`src/rtl/lts_pkg.sv`:
```
// Shared types, codes and constants for the line track state updater.
package lts_pkg;

  // Track status codes.
  localparam logic [1:0] ST_UNSEEN    = 2'd0;
  localparam logic [1:0] ST_CURRENT   = 2'd1;
  localparam logic [1:0] ST_COMPLETED = 2'd2;

  // Line position codes.
  localparam logic [1:0] POS_LEFT   = 2'd0;
  localparam logic [1:0] POS_CENTER = 2'd1;
  localparam logic [1:0] POS_RIGHT  = 2'd2;

  // First-side codes.
  localparam logic [1:0] SIDE_NONE  = 2'd0;
  localparam logic [1:0] SIDE_LEFT  = 2'd1;
  localparam logic [1:0] SIDE_RIGHT = 2'd2;

  // Configuration register indexes.
  localparam logic CFG_EDGE_THRESHOLD  = 1'b0;
  localparam logic CFG_COMPLETED_DELAY = 1'b1;

  // Register reset values and field widths.
  localparam int          CFG_DATA_W          = 32;
  localparam int          DIST_W              = 16;
  localparam int          NOW_W               = 32;
  localparam int          DELAY_W             = 32;
  localparam logic [15:0] EDGE_THRESHOLD_RST  = 16'd20;
  localparam logic [31:0] COMPLETED_DELAY_RST = 32'd1000;

  // Default width of the wrapping time arithmetic.
  localparam int TIME_BITS_DEF = 32;

  // One input item.
  typedef struct packed {
    logic [4:0]  line_sensors;
    logic [15:0] distance_left;
    logic [15:0] distance_right;
    logic [31:0] now_ms;
  } in_item_t;

  // One result item.
  typedef struct packed {
    logic [1:0] track_status;
    logic [1:0] line_position;
  } out_item_t;

  // Tracking state apart from the last-seen time.
  typedef struct packed {
    logic [1:0] status;
    logic [1:0] position;
    logic [1:0] first_side;
    logic       crossed;
  } track_state_t;

endpackage

```
`src/rtl/lts_decide.sv`:
```
// Next-state logic for one sensor sample: status, position, side and crossing.
module lts_decide #(
  parameter int TIME_BITS = lts_pkg::TIME_BITS_DEF
) (
  input  lts_pkg::in_item_t     item,
  input  lts_pkg::track_state_t st,
  input  logic [TIME_BITS-1:0]  last_seen,
  input  logic [15:0]           edge_threshold,
  input  logic [31:0]           completed_delay,
  output lts_pkg::track_state_t st_nxt,
  output logic [TIME_BITS-1:0]  last_seen_nxt
);

  localparam int CW = (TIME_BITS > lts_pkg::NOW_W) ? TIME_BITS : lts_pkg::NOW_W;

  logic [4:0]           s;
  logic                 any_lit;
  logic                 edge_seen;
  logic [TIME_BITS-1:0] now_t;
  logic [TIME_BITS-1:0] diff;
  logic                 quiet_expired;
  logic [1:0]           side_nxt;
  logic [1:0]           pull_right;
  logic [1:0]           pull_left;

  assign s       = item.line_sensors;
  assign any_lit = |s;
  assign edge_seen = (item.distance_left > edge_threshold) ||
                     (item.distance_right > edge_threshold);

  // Wrapping time since the line was last seen.
  assign now_t         = TIME_BITS'(CW'(item.now_ms));
  assign diff          = now_t - last_seen;
  assign quiet_expired = CW'(diff) > CW'(completed_delay);

  // The side that saw the line first is fixed on the first classified sample.
  assign side_nxt = (st.first_side != lts_pkg::SIDE_NONE) ? st.first_side :
                    ((s[3] || s[4]) ? lts_pkg::SIDE_RIGHT : lts_pkg::SIDE_LEFT);

  // Weighted pull to each side: outer sensors count twice.
  assign pull_right = {1'b0, s[3]} + {s[4], 1'b0};
  assign pull_left  = {1'b0, s[1]} + {s[0], 1'b0};

  always_comb begin
    st_nxt        = st;
    last_seen_nxt = last_seen;
    if (st.status == lts_pkg::ST_COMPLETED) begin
      // Finished track holds everything.
    end else if (st.status == lts_pkg::ST_UNSEEN && !s[0] && !s[1]) begin
      // Before the line is found, only the left sensors can start tracking.
    end else if (!any_lit) begin
      if (st.status == lts_pkg::ST_CURRENT && quiet_expired) begin
        st_nxt.status = lts_pkg::ST_COMPLETED;
      end
    end else if (!edge_seen) begin
      last_seen_nxt     = now_t;
      st_nxt.status     = lts_pkg::ST_CURRENT;
      st_nxt.first_side = side_nxt;
      if (&s) begin
        st_nxt.position = lts_pkg::POS_LEFT;
      end else if (s == 5'b11011) begin
        st_nxt.position = lts_pkg::POS_CENTER;
      end else if (!st.crossed) begin
        // Still approaching the line: hold center until the first side clears.
        st_nxt.position = lts_pkg::POS_CENTER;
        if ((!s[0] && side_nxt == lts_pkg::SIDE_LEFT) ||
            (!s[4] && side_nxt == lts_pkg::SIDE_RIGHT)) begin
          st_nxt.crossed = 1'b1;
        end
      end else if ((&s[3:0]) || (&s[4:1])) begin
        // Intersection: four adjacent sensors lit.
        st_nxt.position = s[0] ? lts_pkg::POS_RIGHT : lts_pkg::POS_LEFT;
      end else if (pull_right > pull_left) begin
        st_nxt.position = lts_pkg::POS_RIGHT;
      end else if (pull_right < pull_left) begin
        st_nxt.position = lts_pkg::POS_LEFT;
      end else begin
        st_nxt.position = lts_pkg::POS_CENTER;
      end
    end
  end

endmodule

```
`src/rtl/line_track_state_updater.sv`:
```
// Top level of the line track state updater: handshakes, registers and state.
//
// The block takes one sensor sample per clock cycle while the output side is
// not stalled, and returns one result item (track status and line position
// after that sample) for each. An accepted item is held in an input register;
// when the result register is free or being taken, the decision logic updates
// the tracking state and loads the result register from the held item. One
// item per cycle is sustained while results are taken; the figure is set by
// the state update loop, which closes through the wrapping time subtract and
// the delay compare. A stalled result holds its input register, and both
// stall together without losing an item. Configuration writes take effect at
// once and are meant to happen only while the block is idle.
module line_track_state_updater #(
  parameter int TIME_BITS = lts_pkg::TIME_BITS_DEF
) (
  input  logic                            clk,
  input  logic                            rst_n,
  input  logic                            in_valid,
  output logic                            in_ready,
  input  lts_pkg::in_item_t               in_data,
  output logic                            out_valid,
  input  logic                            out_ready,
  output lts_pkg::out_item_t              out_data,
  input  logic                            cfg_we,
  input  logic                            cfg_index,
  input  logic [lts_pkg::CFG_DATA_W-1:0]  cfg_wdata
);

  logic                  in_vld_r;
  lts_pkg::in_item_t     in_item_r;
  logic                  out_vld_r;
  lts_pkg::out_item_t    out_item_r;
  lts_pkg::track_state_t st_r, st_nxt;
  logic [TIME_BITS-1:0]  last_seen_r, last_seen_nxt;
  logic [15:0]           edge_threshold_r;
  logic [31:0]           completed_delay_r;
  logic                  advance;

  // The held item moves on when the result register is free or being taken.
  assign advance  = in_vld_r && (!out_vld_r || out_ready);
  assign in_ready = !in_vld_r || advance;

  // Configuration registers.
  always_ff @(posedge clk) begin
    if (!rst_n) begin
      edge_threshold_r  <= lts_pkg::EDGE_THRESHOLD_RST;
      completed_delay_r <= lts_pkg::COMPLETED_DELAY_RST;
    end else if (cfg_we) begin
      case (cfg_index)
        lts_pkg::CFG_EDGE_THRESHOLD:  edge_threshold_r  <= cfg_wdata[15:0];
        lts_pkg::CFG_COMPLETED_DELAY: completed_delay_r <= cfg_wdata[31:0];
        default: ;
      endcase
    end
  end

  // Input register.
  always_ff @(posedge clk) begin
    if (!rst_n) begin
      in_vld_r <= 1'b0;
    end else if (in_ready) begin
      in_vld_r <= in_valid;
    end
  end

  always_ff @(posedge clk) begin
    if (in_ready && in_valid) begin
      in_item_r <= in_data;
    end
  end

  lts_decide #(
    .TIME_BITS (TIME_BITS)
  ) u_decide (
    .item            (in_item_r),
    .st              (st_r),
    .last_seen       (last_seen_r),
    .edge_threshold  (edge_threshold_r),
    .completed_delay (completed_delay_r),
    .st_nxt          (st_nxt),
    .last_seen_nxt   (last_seen_nxt)
  );

  // Tracking state, updated once per item.
  always_ff @(posedge clk) begin
    if (!rst_n) begin
      st_r.status     <= lts_pkg::ST_UNSEEN;
      st_r.position   <= lts_pkg::POS_CENTER;
      st_r.first_side <= lts_pkg::SIDE_NONE;
      st_r.crossed    <= 1'b0;
      last_seen_r     <= '0;
    end else if (advance) begin
      st_r        <= st_nxt;
      last_seen_r <= last_seen_nxt;
    end
  end

  // Result register.
  always_ff @(posedge clk) begin
    if (!rst_n) begin
      out_vld_r <= 1'b0;
    end else if (advance) begin
      out_vld_r <= 1'b1;
    end else if (out_ready) begin
      out_vld_r <= 1'b0;
    end
  end

  always_ff @(posedge clk) begin
    if (advance) begin
      out_item_r.track_status  <= st_nxt.status;
      out_item_r.line_position <= st_nxt.position;
    end
  end

  assign out_valid = out_vld_r;
  assign out_data  = out_item_r;

endmodule

```
`config.mk`:
```
export PLATFORM = sky130hd
export DESIGN_NAME = line_track_state_updater
export DESIGN_NICKNAME = d
export VERILOG_FILES = /design/src/rtl/lts_pkg.sv /design/src/rtl/lts_decide.sv /design/src/rtl/line_track_state_updater.sv
export SDC_FILE = /design/constraint.sdc
export NUM_CORES = 1
export LEC_CHECK = 0
export BUFFER_PORTS_ARGS = -buffer_cell sky130_fd_sc_hd__clkbuf_2
export CAP_MARGIN = 20
export CORE_UTILIZATION = 50
export CTS_BUF_LIST = sky130_fd_sc_hd__clkbuf_8
export DETAILED_ROUTE_END_ITERATION = 8
export PLACE_DENSITY = 0.74
export SYNTH_ARGS = -nofsm -noshare
export SYNTH_HDL_FRONTEND = slang
export SYNTH_HIERARCHICAL = 1
export SYNTH_SLANG_ARGS = --single-unit
export TNS_END_PERCENT = 100
```
`constraint.sdc`:
```
create_clock -name clk -period 7.3 [get_ports clk]
set_input_delay 0.73 -clock clk [delete_from_list [all_inputs] [get_ports clk]]
set_output_delay 0.73 -clock clk [all_outputs]
set_load 0.005 [all_outputs]
```
Word level (Yosys, flattened, before mapping)
Cells that the tools add are included.
{"block": "word_totals", "out_inout_bits": 6, "wordCells": 84, "input_bits": 107, "register_bits": 162}
{"block": "op_classes", "n_bitwise": 6, "eq_ne": 5, "muxes": 21, "addsub": 3, "n_lt_le_gt_ge": 5, "n_reduce_logical": 29}
{"operator": "$gt A16 B16 Y1", "count": 2}
{"operator": "$gt A32 B32 Y1", "count": 1}
{"operator": "$sub A32 B32 Y32", "count": 1}
{"operator": "$mux W7", "count": 3}
{"operator": "$mux W2", "count": 10}
{"operator": "$reduce_and A5 Y1", "count": 2}
{"operator": "$reduce_and A4 Y1", "count": 2}
{"operator": "$logic_and A1 B1 Y1", "count": 7}
{"operator": "$mux W1", "count": 7}
{"operator": "$reduce_and A7 Y1", "count": 1}
{"operator": "$logic_or A1 B1 Y1", "count": 6}
{"operator": "$not A1 Y1", "count": 6}
{"operator": "$eq A5 B5 Y1 const B", "count": 1}
{"operator": "$logic_not A1 Y1", "count": 5}
{"operator": "$mux W5", "count": 1}
{"operator": "$reduce_or A5 Y1", "count": 1}
{"operator": "$add A1 B2 Y2", "count": 2}
{"operator": "$eq A2 B1 Y1 const B", "count": 2}
{"operator": "$eq A2 B2 Y1 const B", "count": 2}
{"operator": "$reduce_and A2 Y1", "count": 2}
{"operator": "$reduce_bool A2 Y1", "count": 2}
{"operator": "$gt A2 B2 Y1", "count": 1}
{"operator": "$logic_not A2 Y1", "count": 1}
{"operator": "$lt A2 B2 Y1", "count": 1}

Longest topological paths before layout
{"block": "logic_depth", "ltp_word": 14, "mapped_depth": 24, "mapped_depth_nobuf": 24}

Cells and area by module
Netlist, hierarchy kept.
{"mod": "line_track_state_updater", "cells_per_inst": 464, "seq_area_each_um2": 3973.8, "area_per_inst_um2": 5600.4, "instances": 1}
{"mod": "lts_decide", "cells_per_inst": 549, "seq_area_each_um2": 0.0, "area_per_inst_um2": 3747.3, "instances": 1}

Worst setup path after synthesis
OpenSTA, ideal clock, no wires.
{"block": "synth_timing", "kind": "register -> register", "startpoint": "register in_item_r[0] (netlist name)", "endpoint": "register st_r[6] (netlist name)", "path_stages_with_launch": 23, "synth_period_minus_slack_ps": 4124, "slack_ps": 3176, "t_required_ps": 7228, "arrival_ps": 4053, "n_path_buf": 0, "setup_time_ps": 72, "cell_sequence": "edfxtp_1 > inv_1 > ha_1 > inv_1 > fa_1 > a211oi_1 > o21ai_1 > a41oi_2 > o21ai_2 > o22ai_4 > o211ai_1 > a31o_2 > a21oi_1 > xnor2_1 > ha_1 > nand4_1 > nor4_1 > o21ai_0 > a221oi_1 > nor2_1 > a21oi_1 > nand2_1 > mux2i_1"}
{"element": "start: declaration", "line_no": "line_track_state_updater.sv:30", "text": "lts_pkg::in_item_t in_item_r;"}
{"element": "start signal: assignment", "line_no": "line_track_state_updater.sv:68", "text": "in_item_r <= in_data;"}
{"element": "end signal: assignment", "line_no": "line_track_state_updater.sv:93", "text": "st_r <= st_nxt;"}
{"element": "end: declaration", "line_no": "line_track_state_updater.sv:33", "text": "lts_pkg::track_state_t st_r, st_nxt;"}

==> results by group <==
Status
  – Status: complete, but fails checks
  – Violated checks: design-rule violations

Layout
  – Antenna cells: 0
  – Most frequent cells in the layout: nand2_1 (209), clkbuf_2 (111), inv_1 (102)
  – Layout area overhead: 11.60%
  – Fraction of layout cells with a size suffix above 1: 0.1478
  – Fin cells: 1352
  – Most common cell after layout, fill and taps aside: nand2_1
  – Final #Nets: 1315

Power
  – Max VDD drop: 111.2 uV
  – NetSw: 564.8 uW
  – Cell Pwr Density: 190.1 nW/um2
  – Final Power: 1.983 mW
  – Comb pwr share: 0.180
  – Sequential share of power: 0.511
  – Int Power: 1.419 mW
  – Clock power share: 0.309
  – Leak Pwr: 4.270 nW
  – Net Sw Frac: 0.2847

Synth
  – Cell Area, Synth: 9348 um2
  – YS warnings: 6
  – Asr flop ratio synth: 0
  – Syn nets: 1218
  – Syn_area_per_cell: 9.228 um2
  – Post-synth top area cell: edfxtp_1
  – Mapped Cells: 1013
  – Post-synth EDFFs: 73
  – Number of distinct library cells after synthesis: 71
  – Sequential area share after synthesis: 0.4251
  – Synth area leaders: edfxtp_1 (23%), dfxtp_1 (19%), ha_1 (13%)
  – Prevailing post-synth register cell: dfxtp_1
  – Yosys top cell area share: 0.2345
  – Yosys reg bits: 162

Worst hold path
  – Worst hold path class: input port to register
  – Hold_sp: in_data[66]

Routing
  – Post-route ant nets: 0
  – Routed via count: 7148
  – Routed WL per cell: 14.54 um
  – Vias/cell: 5.287
  – # DRC: 6
  – Final wirelength: 19650 um
  – Drt first pass iters: 7
  – Starting DRC count in detailed routing: 396

Critical path
  – Worst EP arrival: 5.13 ns
  – Required @ worst endpoint: 7.69 ns
  – Crit end category: register
  – R2R Path Start: in_item_r[0]
  – Critical path class: register to register
  – CP Max Fanout: 4
  – Crit start category: register
  – Crit path from: in_item_r[0]

Placed design
  – Placed insts: 1317
  – Port bufs: 112
  – GP Congestion: 0.8487
  – Detail Placement HPWL: 14570 um

Clocking
  – # hold bufs at CTS: 0
  – CTS root buf: clkbuf_8
  – Clock sink count: 162
  – CTS buffer count: 17
  – Postcts setup bufs: 0
  – CTS tree: done
  – Clock Pin Slew Worst Setup and Hold Paths: 0.09 ns
  – Longest Clk Path Bufs: 2
  – Worst skew pair latency: 0.47 ns
  – # resized after CTS: 0
  – H-tree Lvls: 4

Timing
  – Final Critical Period: 4.743 ns
  – Worst-Margin Slew: 0.8243 ns
  – Final hold viol count: 0
  – Final Max Tran Viols: 0
  – Fraction of the cycle the final worst path needs: 0.6497
  – Slew HR: 0.4463
  – Setup violators final: 0
  – Fmax achieved: 210.8 MHz
  – Setup TNS: 0 ns
  – Worst Clk Skew: 0.01864 ns
  – RSZ-0062 raised after global routing: no

Die
  – Rows: 49
  – Initial Util: 0.5151
  – Io pins: 113
  – Die H: 138.7 um
  – DIE AREA: 19250 um2
  – Chip Width: 138.7 um
  – CORE AREA: 18150 um2

Global route
  – Total gr overflow: 0
  – Vias in the first global route: 7029
  – Initial antenna violation count: 0
  – Global-route wire length before repair: 32780 um
  – GRT Resource Usage Total: 0.2125
  – Largest net degree at the start of global routing: 88

Job
  – Max-Cap Viols: 0
[worst max-delay path: stages (launching register included)]
cell and delay, ns:
edfxtp_1 0.39, inv_1 0.07, ha_1 0.17, inv_1 0.06, fa_1 0.41, a211oi_1 0.22
o21ai_1 0.13, a41oi_2 0.32, o21ai_2 0.15, o22ai_4 0.22, o211ai_1 0.17, a31o_2 0.26
a21oi_1 0.17, xnor2_1 0.09, ha_1 0.29, nand4_1 0.13, nor4_1 0.43, o21ai_0 0.15
a221oi_1 0.38, nor2_1 0.10, a21oi_1 0.17, nand2_1 0.07, mux2i_1 0.14
[cell type report]
cell class | count | area (um2)
clock buffer | 17 | 234.0
clock inverter | 15 | 121.4
fill | 1626 | 7715
inverter | 99 | 371.6
multi-input combinational | 711 | 4802
sequential | 162 | 3974
tap | 229 | 286.5
timing repair buffer | 119 | 643.1
[cells in the mapped netlist, drive strengths merged, types with 12 or more instances]
library cell / n
nand2: 209
inv: 99
ha: 97
dfxtp: 89
edfxtp: 73
o21ai: 55
a21oi: 46
a21boi: 41
mux2i: 38
a21o: 35
nor2: 29
clkbuf: 21
nand4: 21
xnor2: 21
buf: 20
nand3: 16
nor2b: 14
o21a: 12
[path summary, 6_finish.rpt]
path	cells after the start	slack, ns	endpoint
worst min-delay path	1	0.43	in_item_r[66]
worst max register to register	22	2.56	st_r[6]
worst min register to register	2	0.46	edge_threshold_r[3]
worst max-delay path	22	2.56	st_r[6]
[metal layers]
layer	global-route usage	vias to the layer above	routed length [um]
li1	-	3701	-
met5	0	-	0
met1	0.2597	3298	9058
met3	0.04627	24	759
met2	0.3743	125	9525
met4	0.06433	0	308
[through the flow]
| stage | setup slack [ns] | instance area (um2) | utilization | hold slack, ns |
|---|---|---|---|---|
| after floorplan | 3.176 | 9348 | - | 0.4347 |
| after global placement | 2.800 | 10030 | 0.5525 | 0.4414 |
| after detailed placement | 2.606 | 10030 | 0.5525 | 0.4466 |
| after CTS | 2.598 | 10380 | 0.5721 | 0.4048 |
| after global routing | 1.917 | 10430 | 0.5749 | 0.3996 |
| final | 2.557 | 10430 | 0.5749 | 0.4276 |
[cells by family (layout without fill, tap and decap cells)]
logic type / count (synthesis) / after routing / share of synthesized area
XOR/XNOR: 26 / 26 / 0.02436
AND/OR/NAND/NOR: 317 / 317 / 0.1488
flip-flops: 162 / 162 / 0.4251
adder cells (fa/ha/maj): 99 / 99 / 0.1330
buffers and inverters: 140 / 250 / 0.06224
multiplexers: 40 / 40 / 0.04310
AO/OA/AOI/OAI: 229 / 229 / 0.1633
[state kept, by name, summed over array words and instances (netlist names)]
register and count:
in_item_r 69, completed_delay_r 32, last_seen_r 32, edge_threshold_r 16
st_r 7, out_data 4, in_vld_r 1, out_valid 1
[power groups by stage]
stage / registers [mW] / clock network [mW] / logic, mW
floorplan: 1.03 / 0 / 0.259
global placement: 1.03 / 0 / 0.342
detailed placement: 1.03 / 0 / 0.354
CTS: 1.01 / 0.628 / 0.355
global route: 1.02 / 0.659 / 0.407
finish: 1.01 / 0.612 / 0.357
No activity file was read; power rests on OpenSTA's default activity.
